[src/hdl/pms_pkg.sv]
// Shared types, codes and constants of the plunger motor sequencer.
package pms_pkg;

    localparam int PROFILE_COUNT_DEF = 5;
    localparam int DURATION_BITS_DEF = 8;
    localparam int PROFILE_SLOTS     = 5;
    localparam int REG_BITS          = 40;
    localparam int DATA_BITS         = 64;
    localparam int ADDR_BITS         = 5;

    localparam logic [1:0] REG_PUSH = 2'd0;
    localparam logic [1:0] REG_HOLD = 2'd1;
    localparam logic [1:0] REG_PULL = 2'd2;

    localparam logic [1:0] STEP_LEFT  = 2'd1;
    localparam logic [1:0] STEP_RIGHT = 2'd2;

    localparam logic [2:0] MENU_FIRST   = 3'd0;
    localparam logic [2:0] MENU_JOG_FWD = 3'd5;
    localparam logic [2:0] MENU_JOG_REV = 3'd6;
    localparam logic [2:0] MENU_SETUP   = 3'd7;

    typedef enum logic [2:0] {
        PH_IDLE    = 3'd0,
        PH_PUSH    = 3'd1,
        PH_HOLD    = 3'd2,
        PH_PULL    = 3'd3,
        PH_RELEASE = 3'd4,
        PH_JOG     = 3'd5,
        PH_KNOB    = 3'd6
    } t_phase;

    typedef enum logic [1:0] {
        DRV_SLEEP   = 2'd0,
        DRV_FORWARD = 2'd1,
        DRV_BRAKE   = 2'd2,
        DRV_REVERSE = 2'd3
    } t_drive;

    typedef struct packed {
        logic [REG_BITS-1:0] push_times;
        logic [REG_BITS-1:0] hold_times;
        logic [REG_BITS-1:0] pull_times;
    } t_timing;

endpackage

[src/hdl/pms_regs.sv]
// APB register file holding the push, hold and pull duration tables.
module pms_regs (
    input  logic                           i_clk,
    input  logic                           i_rst_n,
    input  logic                           psel,
    input  logic                           penable,
    input  logic                           pwrite,
    input  logic [pms_pkg::ADDR_BITS-1:0]  paddr,
    input  logic [pms_pkg::DATA_BITS-1:0]  pwdata,
    output logic [pms_pkg::DATA_BITS-1:0]  prdata,
    output logic                           pready,
    output pms_pkg::t_timing               o_timing
);

    logic [pms_pkg::REG_BITS-1:0] r_push;
    logic [pms_pkg::REG_BITS-1:0] r_hold;
    logic [pms_pkg::REG_BITS-1:0] r_pull;
    logic [1:0]                   reg_sel;
    logic                         wr_en;

    assign pready  = 1'b1;
    assign reg_sel = paddr[4:3];
    assign wr_en   = psel & penable & pwrite;

    always_ff @(posedge i_clk) begin
        if (!i_rst_n) begin
            r_push <= '0;
            r_hold <= '0;
            r_pull <= '0;
        end else if (wr_en) begin
            case (reg_sel)
                pms_pkg::REG_PUSH: r_push <= pwdata[pms_pkg::REG_BITS-1:0];
                pms_pkg::REG_HOLD: r_hold <= pwdata[pms_pkg::REG_BITS-1:0];
                pms_pkg::REG_PULL: r_pull <= pwdata[pms_pkg::REG_BITS-1:0];
                default: ;
            endcase
        end
    end

    always_comb begin
        case (reg_sel)
            pms_pkg::REG_PUSH: prdata = {{(pms_pkg::DATA_BITS-pms_pkg::REG_BITS){1'b0}}, r_push};
            pms_pkg::REG_HOLD: prdata = {{(pms_pkg::DATA_BITS-pms_pkg::REG_BITS){1'b0}}, r_hold};
            pms_pkg::REG_PULL: prdata = {{(pms_pkg::DATA_BITS-pms_pkg::REG_BITS){1'b0}}, r_pull};
            default:           prdata = '0;
        endcase
    end

    assign o_timing.push_times = r_push;
    assign o_timing.hold_times = r_hold;
    assign o_timing.pull_times = r_pull;

endmodule

[src/hdl/pms_core.sv]
// Sequencer core: input register, phase state machine and result register.
module pms_core #(
    parameter int PROFILE_COUNT = pms_pkg::PROFILE_COUNT_DEF,
    parameter int DURATION_BITS = pms_pkg::DURATION_BITS_DEF
) (
    input  logic             i_clk,
    input  logic             i_rst_n,
    input  pms_pkg::t_timing i_timing,
    input  logic             i_valid,
    output logic             o_ready,
    input  logic [1:0]       i_rotary_step,
    input  logic             i_main_button,
    input  logic             i_external_button,
    input  logic             i_knob_button,
    output logic             o_valid,
    input  logic             i_ready,
    output logic [1:0]       o_motor_drive,
    output logic             o_display_inverted,
    output logic [2:0]       o_menu_position,
    output logic             o_settings_request
);

    localparam int LIVE_PROFILES = (PROFILE_COUNT < pms_pkg::PROFILE_SLOTS) ?
                                   PROFILE_COUNT : pms_pkg::PROFILE_SLOTS;

    function automatic logic [DURATION_BITS-1:0] f_field(
        input logic [pms_pkg::REG_BITS-1:0] reg_val,
        input logic [2:0]                   prof
    );
        logic [pms_pkg::REG_BITS-1:0] shifted;
        shifted = reg_val >> (int'(prof) * DURATION_BITS);
        return shifted[DURATION_BITS-1:0];
    endfunction

    logic                     r_in_valid;
    logic [1:0]               r_in_step;
    logic                     r_in_trig;
    logic                     r_in_knob;

    pms_pkg::t_phase          r_phase;
    pms_pkg::t_phase          n_phase;
    logic [2:0]               r_menu;
    logic [2:0]               n_menu;
    logic [DURATION_BITS-1:0] r_count;
    logic [DURATION_BITS-1:0] n_count;
    logic [2:0]               r_profile;
    logic [2:0]               n_profile;

    logic                     r_out_valid;
    pms_pkg::t_drive          r_out_drive;
    logic [2:0]               r_out_menu;
    logic                     r_out_req;

    pms_pkg::t_drive          drive;
    logic                     req;
    logic                     advance;
    logic [2:0]               sel_prof;
    logic [DURATION_BITS-1:0] d_push;
    logic [DURATION_BITS-1:0] d_hold;
    logic [DURATION_BITS-1:0] d_pull;
    logic                     enter_req;
    pms_pkg::t_phase          enter_from;
    logic                     enter_held;
    pms_pkg::t_drive          jog_drive;

    assign advance = r_in_valid & (~r_out_valid | i_ready);
    assign o_ready = ~r_in_valid | advance;

    always_ff @(posedge i_clk) begin
        if (!i_rst_n) begin
            r_in_valid <= 1'b0;
        end else if (o_ready) begin
            r_in_valid <= i_valid;
        end
    end

    always_ff @(posedge i_clk) begin
        if (i_valid && o_ready) begin
            r_in_step <= i_rotary_step;
            r_in_trig <= i_main_button | i_external_button;
            r_in_knob <= i_knob_button;
        end
    end

    always_ff @(posedge i_clk) begin
        if (!i_rst_n) begin
            r_phase   <= pms_pkg::PH_IDLE;
            r_menu    <= pms_pkg::MENU_FIRST;
            r_count   <= '0;
            r_profile <= '0;
        end else if (advance) begin
            r_phase   <= n_phase;
            r_menu    <= n_menu;
            r_count   <= n_count;
            r_profile <= n_profile;
        end
    end

    always_comb begin
        n_menu = r_menu;
        if (r_phase == pms_pkg::PH_IDLE) begin
            if (r_in_step == pms_pkg::STEP_LEFT && r_menu != pms_pkg::MENU_FIRST) begin
                n_menu = r_menu - 3'd1;
            end else if (r_in_step == pms_pkg::STEP_RIGHT &&
                         r_menu != pms_pkg::MENU_SETUP) begin
                n_menu = r_menu + 3'd1;
            end
        end
    end

    assign sel_prof  = (r_phase == pms_pkg::PH_IDLE) ? n_menu : r_profile;
    assign d_push    = f_field(i_timing.push_times, sel_prof);
    assign d_hold    = f_field(i_timing.hold_times, sel_prof);
    assign d_pull    = f_field(i_timing.pull_times, sel_prof);
    assign jog_drive = (n_menu == pms_pkg::MENU_JOG_FWD) ?
                       pms_pkg::DRV_FORWARD : pms_pkg::DRV_REVERSE;

    always_comb begin
        n_phase    = r_phase;
        n_count    = r_count;
        n_profile  = r_profile;
        drive      = pms_pkg::DRV_SLEEP;
        req        = 1'b0;
        enter_req  = 1'b0;
        enter_from = pms_pkg::PH_PUSH;
        enter_held = 1'b1;
        case (r_phase)
            pms_pkg::PH_IDLE: begin
                if (int'(n_menu) < LIVE_PROFILES) begin
                    if (r_in_trig) begin
                        n_profile  = n_menu;
                        enter_req  = 1'b1;
                        enter_from = pms_pkg::PH_PUSH;
                        enter_held = 1'b1;
                    end
                end else if (n_menu == pms_pkg::MENU_JOG_FWD ||
                             n_menu == pms_pkg::MENU_JOG_REV) begin
                    if (r_in_trig || r_in_knob) begin
                        n_phase = pms_pkg::PH_JOG;
                        drive   = jog_drive;
                    end
                end else if (n_menu == pms_pkg::MENU_SETUP) begin
                    if (r_in_knob) begin
                        n_phase = pms_pkg::PH_KNOB;
                    end
                end
            end
            pms_pkg::PH_PUSH, pms_pkg::PH_HOLD, pms_pkg::PH_PULL: begin
                if (r_count != '0) begin
                    n_count = r_count - 1'b1;
                    case (r_phase)
                        pms_pkg::PH_PUSH: drive = pms_pkg::DRV_FORWARD;
                        pms_pkg::PH_HOLD: drive = pms_pkg::DRV_BRAKE;
                        default:          drive = pms_pkg::DRV_REVERSE;
                    endcase
                end else begin
                    enter_req  = 1'b1;
                    enter_held = r_in_trig;
                    case (r_phase)
                        pms_pkg::PH_PUSH: enter_from = pms_pkg::PH_HOLD;
                        pms_pkg::PH_HOLD: enter_from = pms_pkg::PH_PULL;
                        default:          enter_from = pms_pkg::PH_RELEASE;
                    endcase
                end
            end
            pms_pkg::PH_RELEASE: begin
                if (!r_in_trig) begin
                    n_phase = pms_pkg::PH_IDLE;
                end
            end
            pms_pkg::PH_JOG: begin
                if (r_in_trig || r_in_knob) begin
                    drive = jog_drive;
                end else begin
                    n_phase = pms_pkg::PH_IDLE;
                end
            end
            pms_pkg::PH_KNOB: begin
                if (!r_in_knob) begin
                    req     = 1'b1;
                    n_phase = pms_pkg::PH_IDLE;
                end
            end
            default: begin
                n_phase = pms_pkg::PH_IDLE;
            end
        endcase

        if (enter_req) begin
            if (enter_from == pms_pkg::PH_PUSH && d_push != '0) begin
                n_phase = pms_pkg::PH_PUSH;
                n_count = d_push - 1'b1;
                drive   = pms_pkg::DRV_FORWARD;
            end else if ((enter_from == pms_pkg::PH_PUSH || enter_from == pms_pkg::PH_HOLD)
                         && d_hold != '0) begin
                n_phase = pms_pkg::PH_HOLD;
                n_count = d_hold - 1'b1;
                drive   = pms_pkg::DRV_BRAKE;
            end else if (enter_from != pms_pkg::PH_RELEASE && d_pull != '0) begin
                n_phase = pms_pkg::PH_PULL;
                n_count = d_pull - 1'b1;
                drive   = pms_pkg::DRV_REVERSE;
            end else begin
                n_phase = enter_held ? pms_pkg::PH_RELEASE : pms_pkg::PH_IDLE;
                n_count = '0;
            end
        end
    end

    always_ff @(posedge i_clk) begin
        if (!i_rst_n) begin
            r_out_valid <= 1'b0;
        end else if (advance) begin
            r_out_valid <= 1'b1;
        end else if (i_ready) begin
            r_out_valid <= 1'b0;
        end
    end

    always_ff @(posedge i_clk) begin
        if (advance) begin
            r_out_drive <= drive;
            r_out_menu  <= n_menu;
            r_out_req   <= req;
        end
    end

    assign o_valid            = r_out_valid;
    assign o_motor_drive      = r_out_drive;
    assign o_display_inverted = (r_out_drive != pms_pkg::DRV_SLEEP);
    assign o_menu_position    = r_out_menu;
    assign o_settings_request = r_out_req;

    a_count_idle: assert property (@(posedge i_clk) disable iff (!i_rst_n)
        (r_phase == pms_pkg::PH_IDLE || r_phase == pms_pkg::PH_RELEASE ||
         r_phase == pms_pkg::PH_JOG || r_phase == pms_pkg::PH_KNOB) |-> r_count == '0)
        else $error("countdown not cleared outside a timed phase");

    a_menu_frozen: assert property (@(posedge i_clk) disable iff (!i_rst_n)
        (advance && r_phase != pms_pkg::PH_IDLE) |=> r_menu == $past(r_menu))
        else $error("menu moved while a motor action was running");

    a_req_menu: assert property (@(posedge i_clk) disable iff (!i_rst_n)
        (r_out_valid && r_out_req) |-> r_out_menu == pms_pkg::MENU_SETUP)
        else $error("settings request away from the settings position");

    a_ready_free: assert property (@(posedge i_clk) disable iff (!i_rst_n)
        !r_out_valid |-> o_ready)
        else $error("input stalled with an empty result register");

endmodule

[src/hdl/plunger_motor_sequencer.sv]
// Top level of the plunger motor sequencer: register file and sequencer core.
// The block takes one tick word per clock cycle while the output is not
// stalled and returns one result word per tick, held in the input register
// and then carried through the phase state machine into the result register.
// The phase, countdown and menu state update once per word, so a new word can
// follow in every cycle while the output is not stalled. Duration tables are
// written through the APB port at byte addresses 0, 8 and 16; the user must
// do so only while no word is in flight, as the block does not enforce this.
module plunger_motor_sequencer #(
    parameter int PROFILE_COUNT = pms_pkg::PROFILE_COUNT_DEF,
    parameter int DURATION_BITS = pms_pkg::DURATION_BITS_DEF
) (
    input  logic                          i_clk,
    input  logic                          i_rst_n,
    input  logic                          psel,
    input  logic                          penable,
    input  logic                          pwrite,
    input  logic [pms_pkg::ADDR_BITS-1:0] paddr,
    input  logic [pms_pkg::DATA_BITS-1:0] pwdata,
    output logic [pms_pkg::DATA_BITS-1:0] prdata,
    output logic                          pready,
    input  logic                          i_valid,
    output logic                          o_ready,
    input  logic [1:0]                    i_rotary_step,
    input  logic                          i_main_button,
    input  logic                          i_external_button,
    input  logic                          i_knob_button,
    output logic                          o_valid,
    input  logic                          i_ready,
    output logic [1:0]                    o_motor_drive,
    output logic                          o_display_inverted,
    output logic [2:0]                    o_menu_position,
    output logic                          o_settings_request
);

    pms_pkg::t_timing timing;

    pms_regs u_regs (
        .i_clk    (i_clk),
        .i_rst_n  (i_rst_n),
        .psel     (psel),
        .penable  (penable),
        .pwrite   (pwrite),
        .paddr    (paddr),
        .pwdata   (pwdata),
        .prdata   (prdata),
        .pready   (pready),
        .o_timing (timing)
    );

    pms_core #(
        .PROFILE_COUNT (PROFILE_COUNT),
        .DURATION_BITS (DURATION_BITS)
    ) u_core (
        .i_clk              (i_clk),
        .i_rst_n            (i_rst_n),
        .i_timing           (timing),
        .i_valid            (i_valid),
        .o_ready            (o_ready),
        .i_rotary_step      (i_rotary_step),
        .i_main_button      (i_main_button),
        .i_external_button  (i_external_button),
        .i_knob_button      (i_knob_button),
        .o_valid            (o_valid),
        .i_ready            (i_ready),
        .o_motor_drive      (o_motor_drive),
        .o_display_inverted (o_display_inverted),
        .o_menu_position    (o_menu_position),
        .o_settings_request (o_settings_request)
    );

endmodule

[config.mk]
export PLATFORM = sky130hd
export DESIGN_NAME = plunger_motor_sequencer
export DESIGN_NICKNAME = d
export VERILOG_FILES = /design/src/hdl/pms_pkg.sv /design/src/hdl/pms_regs.sv /design/src/hdl/pms_core.sv /design/src/hdl/plunger_motor_sequencer.sv
export SDC_FILE = /design/constraint.sdc
export NUM_CORES = 1
export LEC_CHECK = 0
export BUFFER_PORTS_ARGS = -buffer_cell sky130_fd_sc_hd__buf_2
export CORE_MARGIN = 5
export CORE_UTILIZATION = 50
export DETAILED_ROUTE_END_ITERATION = 8
export GPL_TIMING_DRIVEN = 0
export PLACE_DENSITY = 0.8
export SYNTH_ARGS = -nofsm -noshare
export SYNTH_HDL_FRONTEND = slang
export SYNTH_SLANG_ARGS = --single-unit
[constraint.sdc]
create_clock -name i_clk -period 5.4 [get_ports i_clk]
set_input_delay 0.27 -clock i_clk [delete_from_list [all_inputs] [get_ports i_clk]]
set_output_delay 0.27 -clock i_clk [all_outputs]
set_load 0.01 [all_outputs]
==> metrics.yaml, run 1 <==
crit_chain: "ha_1, ha_1, nor3b_1, a21oi_2, o211ai_1, buf_4, buf_2, mux2i_1, o22ai_1, a21oi_2, ha_1, nand2_1, o21a_1, buf_2, a21oi_1, o311ai_0"
drc: 0
fin_util_pct: 59.1
setup_tns_ns: 0
max_freq_ghz: 0.219
cts_max_path_buffers: 2
hold_start: "i_rotary_step[1]"
core_um2: 18100
cts_resized: 0
yosysTopAreaCell: "dfxtp_1"
grt_pass1_wl_um: 51800
path_common_cell: "ha_1"
power_density_nw_per_um2: 372
async_flop_share_pct: 0
track_usage_pct: 30.4
cts_buffers: 17
diodes: 0
synthCells: 1217
htreeDepth: 4
crit_path_start: "u_core.r_menu[1]"
cts-root-buf: "clkbuf_16"
gr-total-overflow: 0
internal_power_mw: 2.38
worstSetupEndpointType: "flip-flop"
io_pins: 155
placed_area_um2: 10200
dieArea_um2: 21400
slew_viol_final: 0
rsz0062_at_grt: "false"
wl_um: 33100
synth_edf_count: 10
start_util_pct: 51.2
start_kind: "flip-flop"
period_share_pct: 84.5
ys_ff_latch: 149
fin_nets: 1450
slowest_stage: "a21oi_2"
setup_viol: 0
hold_viol: 0
synth-warning-count: 0
drtIter0Drc: 1075
grt_max_degree: 17
numPortBuffers: 99
combPwrFrac_pct: 39.7
leakagePower_nw: 4.01
syn2layout_area_growth_pct: 15.5
post-cts-setup-buffers: 0
outcome: "finished, final reports clean"
grt_pass1_vias: 9268
crit_path_max_incr_delay_ns: 0.39
wire_per_inst_um: 20.7
worstPathRequired_ns: 5.56
cp.arrival_ns: 4.72
clk_pin_slew_ns: 0.06
clock_sinks: 149
avgSynthCellArea_um2: 7.63
antenna_left: 0
p_sw_mw: 1.61
critPathKind: "reg2reg"
routabilityCongestion: 1.03
place_hpwl_um: 24900
skew_ns: 0.00923
synthTopCellsByArea: "dfxtp_1 (30%), nand2_1 (14%), mux2i_1 (7.2%)"
worstMarginPinSlew_ns: 0.930
holdCritPathClass: "in2reg"
ys_seq_area_share_pct: 33.2
dr_total_vias: 9662
cap_violations: 0
power_frac_seq_pct: 30.8
stdcell_count: 1600
die_x_um: 146
slew_headroom_pct: 37.9
ir_drop_mv: 0.243
cp_max_fo: 10
netlist_area_um2: 9290
switching_share_pct: 40.4
yosys_most_used_dff: "dfxtp_1"
yosysTopAreaCellShare_pct: 29.9
die_y_um: 146
min_period_ns: 4.56
viasPerCell: 6.04
antenna_found_initial: 0
post_cts_hold_buffer_count: 0
r2r-start: "u_core.r_menu[1]"
clock_latency_ns: 0.43
ys_types: 94
drive_gt1_share_pct: 16.4
cts_tree: "built"
clockPowerShare_pct: 29.5
first_pass_iters: 6
dp.cells: 1568
hold_ws_ns: 0.0132
rows: 49
final_area_um2: 10700
logic make-up after synthesis:
group                      count (synthesis)  synth area share [%]
AOI/OAI and AO/OA                        359                  26.4
adders and majority gates                 11                  1.48
xor gates and xnor gates                  12                  1.13
muxes                                     76                  8.43
DFF                                      149                  33.2
buffers and inverters                    120                  6.68
other                                      2                0.0808
and+or+nand+nor                          488                  22.7
area by class of cell:
class,instances,area (um2)
buffer,108,576
clock buffer,18,429
clock inverter,14,140
fill,1686,7420
inverter,12,45.0
multi-input combinational,971,5670
sequential,149,3080
tap,229,287
timing repair buffer,99,495
cells in the mapped netlist (7+ instances only):
master / count
nand2_1: 347
dfxtp_1: 139
a21oi_1: 101
a21boi_0: 70
o21ai_0: 68
mux2i_1: 67
clkbuf_1: 60
nor2_1: 45
buf_4: 28
nor3_1: 18
nand3_1: 16
a31oi_1: 15
ha_1: 11
a211oi_1: 10
buf_2: 10
edfxtp_1: 10
inv_1: 10
o22ai_1: 10
buf_6: 7
o21ai_1: 7
xnor2_1: 7
worst paths after layout:
check                             to  slack (ns)  cells past startpoint
max          u_core.o_motor_drive[0]        0.84                     16
min reg2reg        u_regs.r_push[16]        0.48                      2
max reg2reg  u_core.o_motor_drive[0]        0.84                     16
min              u_core.r_in_step[1]        0.01                      1
layer usage:
layer  wire [um]  vias to the layer above  track usage (%)
met5           0                        -                0
met4        1890                        0             15.6
met3        3250                      124             6.04
met2       14900                      606             48.3
met1       13000                     4429             39.2
li1            -                     4503                -
state kept, by name, summed over array words and instances, names as in the netlist:
| name | count |
|---|---|
| u_core.r_menu | 3 |
| u_core.r_phase | 3 |
| u_core.r_in_knob | 1 |
| u_core.r_in_valid | 1 |
| u_core.o_menu_position | 3 |
| u_core.o_settings_request | 1 |
| u_core.o_valid | 1 |
| u_core.r_count | 8 |
| u_core.r_in_step | 2 |
| u_regs.r_push | 40 |
| u_core.r_profile | 3 |
| u_core.o_motor_drive | 2 |
| u_regs.r_pull | 40 |
| u_core.r_in_trig | 1 |
| u_regs.r_hold | 40 |
critical path, delay by kind of cell (launching register included):
| kind | cells | cell delay, ns |
|---|---|---|
| simple gates | 2 | 0.41 |
| buf+inv | 3 | 0.84 |
| compound gates | 7 | 1.64 |
| flops | 1 | 0.38 |
| mux | 1 | 0.34 |
| fa+ha+maj | 3 | 0.69 |
through the flow:
step                      total power, mW  setup WS (ns)
after floorplan                      2.37           1.77
after global placement               2.75           1.04
after detailed placement             2.77          0.959
after CTS                            3.94          0.923
after global routing                 4.16          0.634
final                                3.99          0.837
layout by cell type (no fill, tap or decap), types with 4 or more instances in the layout:
| cell type | synthesis | layout |
|---|---|---|
| a211oi_1 | 10 | 10 |
| a221oi_1 | 6 | 6 |
| nor2b_1 | 4 | 4 |
| clkbuf_16 | 0 | 17 |
| mux2i_1 | 67 | 67 |
| nand3_1 | 16 | 16 |
| inv_6 | 0 | 5 |
| o21a_1 | 6 | 6 |
| ha_1 | 11 | 11 |
| buf_6 | 7 | 7 |
| inv_1 | 10 | 10 |
| a31oi_1 | 15 | 15 |
| xnor2_1 | 7 | 7 |
| a21oi_2 | 4 | 4 |
| a22oi_1 | 4 | 4 |
| o22ai_1 | 10 | 10 |
| a21boi_0 | 70 | 70 |
| a21oi_1 | 101 | 101 |
| or3_1 | 6 | 6 |
| buf_4 | 28 | 28 |
| xor2_1 | 5 | 5 |
| o211ai_1 | 5 | 5 |
| nand4_1 | 5 | 5 |
| edfxtp_1 | 10 | 10 |
| and2_1 | 5 | 5 |
| clkbuf_1 | 60 | 61 |
| or2_2 | 6 | 6 |
| o21ai_0 | 68 | 68 |
| nand2_1 | 347 | 347 |
| dfxtp_1 | 139 | 139 |
| nor2_1 | 45 | 45 |
| buf_2 | 10 | 109 |
| nor3b_1 | 4 | 4 |
| nand2b_1 | 4 | 4 |
| mux2_1 | 4 | 4 |
| and3_1 | 6 | 6 |
| o21ai_1 | 7 | 7 |
| nor4_1 | 4 | 4 |
| conb_1 | 2 | 25 |
| nor3_1 | 18 | 18 |
power groups by stage:
stage / logic (mW) / clock network, mW / registers, mW
detailed placement: 1.52 / 0 / 1.25
global placement: 1.50 / 0 / 1.25
finish: 1.58 / 1.18 / 1.23
CTS: 1.53 / 1.18 / 1.23
global route: 1.70 / 1.22 / 1.24
floorplan: 1.13 / 0 / 1.24
No activity file was read; power rests on OpenSTA's default activity.
==> inputs of run 2 (changes only) <==
Settings changed: PLACE_DENSITY 0.8 to 0.83.
Clock period 5.4 ns to 3.65 ns, I/O delays scaled along.
==> run 2 against run 1 <==
  * The flow now finishes with violations (negative setup slack)
  * Register-to-register slack worse by 1.1 ns
  * First-iteration DRC count is 26% higher
  * Power is 60% higher
  * Via count is 4.5% higher
  * Largest cell class unchanged
==> metrics.yaml, run 2 (same netlist as run 1, synthesis figures left out) <==
period_share_pct: 108  # was 84.5%
leakagePower_nw: 4.35  # was 4.01 nW
top_regs: "u_regs.r_hold x40, u_regs.r_pull x40, u_regs.r_push x40"  # unchanged
fin_nets: 1509  # was 1450
ir_drop_mv: 0.415  # was 0.243 mV
max_freq_ghz: 0.253  # was 0.219 GHz
violations: "negative setup slack"
die_y_um: 146  # unchanged
cp.arrival_ns: 4.31  # was 4.72 ns
die_x_um: 146  # unchanged
hold_viol: 0  # unchanged
p_total_mw: 6.37  # was 3.99 mW
antenna_left: 0  # unchanged
cp_max_fo: 10  # unchanged
final_area_um2: 11600  # was 10700 um2
critPathKind: "reg2reg"  # unchanged
routabilityCongestion: 1.05  # was 1.03
skew_ns: 0.00971  # was 0.00923 ns
start_kind: "flip-flop"  # unchanged
slew_headroom_pct: 33.3  # was 37.9%
rows: 49  # unchanged
clock_latency_ns: 0.44  # was 0.43 ns
first_pass_iters: 8  # was 6
holdCritPathClass: "in2reg"  # unchanged
dp.cells: 1568  # unchanged
n_fill_cell: 1543  # was 1686
htreeDepth: 4  # unchanged
cap_violations: 0  # unchanged
antenna_found_initial: 0  # unchanged
drc: 0  # unchanged
gr-total-overflow: 0  # unchanged
stdcell_count: 1659  # was 1600
fin_util_pct: 63.8  # was 59.1%
rsz0062_at_grt: "true"  # was false
syn2layout_area_growth_pct: 24.6  # was 15.5%
final_common_cell: "nand2_1"  # unchanged
min_period_ns: 3.95  # was 4.56 ns
setup_viol: 13  # was 0
place_hpwl_um: 24700  # was 24900 um
wire_per_inst_um: 20.7  # about the same
cts_buffers: 17  # unchanged
drtIter0Drc: 1358  # was 1075
track_usage_pct: 30.7  # was 30.4%
hold_ws_ns: 0.0115  # was 0.0132 ns
cts-root-buf: "clkbuf_16"  # unchanged
viasPerCell: 6.09  # was 6.04
grt_max_degree: 17  # unchanged
worstSetupEndpointType: "flip-flop"  # unchanged
mostFrequentLayoutCells: "nand2_1 (346), dfxtp_1 (136), buf_2 (102)"  # was nand2_1 (347), dfxtp_1 (139), buf_2 (109)
outcome: "finished, violations left"  # was finished, final reports clean
grt_pass1_wl_um: 52500  # was 51800 um
cts_tree: "built"  # unchanged
numPortBuffers: 99  # unchanged
worstPathRequired_ns: 4.01  # was 5.56 ns
grt_pass1_vias: 9443  # was 9268
start_util_pct: 51.2  # unchanged
wl_um: 34300  # was 33100 um
clock_sinks: 149  # unchanged
worstMarginPinSlew_ns: 0.996  # was 0.930 ns
slew_viol_final: 0  # unchanged
diodes: 0  # unchanged
power_density_nw_per_um2: 550  # was 372 nW/um2
dieArea_um2: 21400  # unchanged
cts_max_path_buffers: 2  # unchanged
dr_total_vias: 10100  # was 9662
setup_slack_ns: -0.301  # was 0.837 ns
io_pins: 155  # unchanged
placed_area_um2: 10200  # unchanged
drive_gt1_share_pct: 21.6  # was 16.4%
clk_pin_slew_ns: 0.07  # was 0.06 ns
core_um2: 18100  # unchanged
-- run 2: timing repair --
item                       CTS  global route
buffers inserted            38             8
pin swaps                   26            18
resized for setup           62            22
hold endpoints to repair    15             0
hold buffers                13             0
cloned                       0             0
setup endpoints to repair   13            13
-- run 2: layout make-up --
type	instances	area (um2)	share of cell area, %
inverters	12	45.0	0.389
clock inverters	13	110	0.951
plain buffers	108	632	5.46
multi-input cells	971	5970	51.6
flip-flops and latches	149	3090	26.7
clock buffers	19	453	3.91
repair buffers	158	986	8.52
well taps	229	287	2.48
-- run 2: power by group --
part,leakage [nW],switching (mW),internal [mW]
Sequential,1.22,0.0904,1.74
Clock,0.279,0.782,0.925
Combinational,2.85,1.71,1.12
Total,4.35,2.59,3.78
-- run 2: worst paths after layout --
check,startpoint,end,slack (ns),cells past startpoint
worst max register to register,u_core.r_menu[0],u_core.r_count[5],-0.30,17
worst min-delay path,pwdata[13],u_regs.r_push[13],0.01,3
worst max-delay path,u_core.r_menu[0],u_core.r_count[5],-0.30,17
worst min register to register,u_regs.r_push[20],u_regs.r_push[20],0.47,2
-- run 2: routing by layer --
metal / GRT usage [%] / vias up / part of all wire (%)
met2: 49.4 / 665 / 46
li1: - / 4621 / -
met5: 0 / - / 0
met1: 38.8 / 4681 / 38
met4: 16.3 / 0 / 5.4
met3: 6.35 / 131 / 10
-- run 2: critical path: stages (launching register included) --
cell,delay (ns)
dfxtp_4,0.36
ha_4,0.17
ha_4,0.17
or3b_4,0.44
o2111ai_4,0.10
o211ai_1,0.18
buf_6,0.18
buf_8,0.15
mux2i_4,0.24
o22ai_4,0.09
a21oi_2,0.16
ha_2,0.22
o31ai_4,0.09
nor4_1,0.32
a31oi_1,0.16
a21o_4,0.24
or3_1,0.39
a31oi_1,0.19
-- run 2: through the flow --
stage | TNS, ns | setup WS [ns]
2_1_floorplan | 0 | 0.0166
3_3_place_gp | -7.41 | -0.710
3_5_place_dp | -8.03 | -0.730
4_1_cts | -0.351 | -0.0800
5_1_grt | -2.79 | -0.357
6_report | -1.88 | -0.301
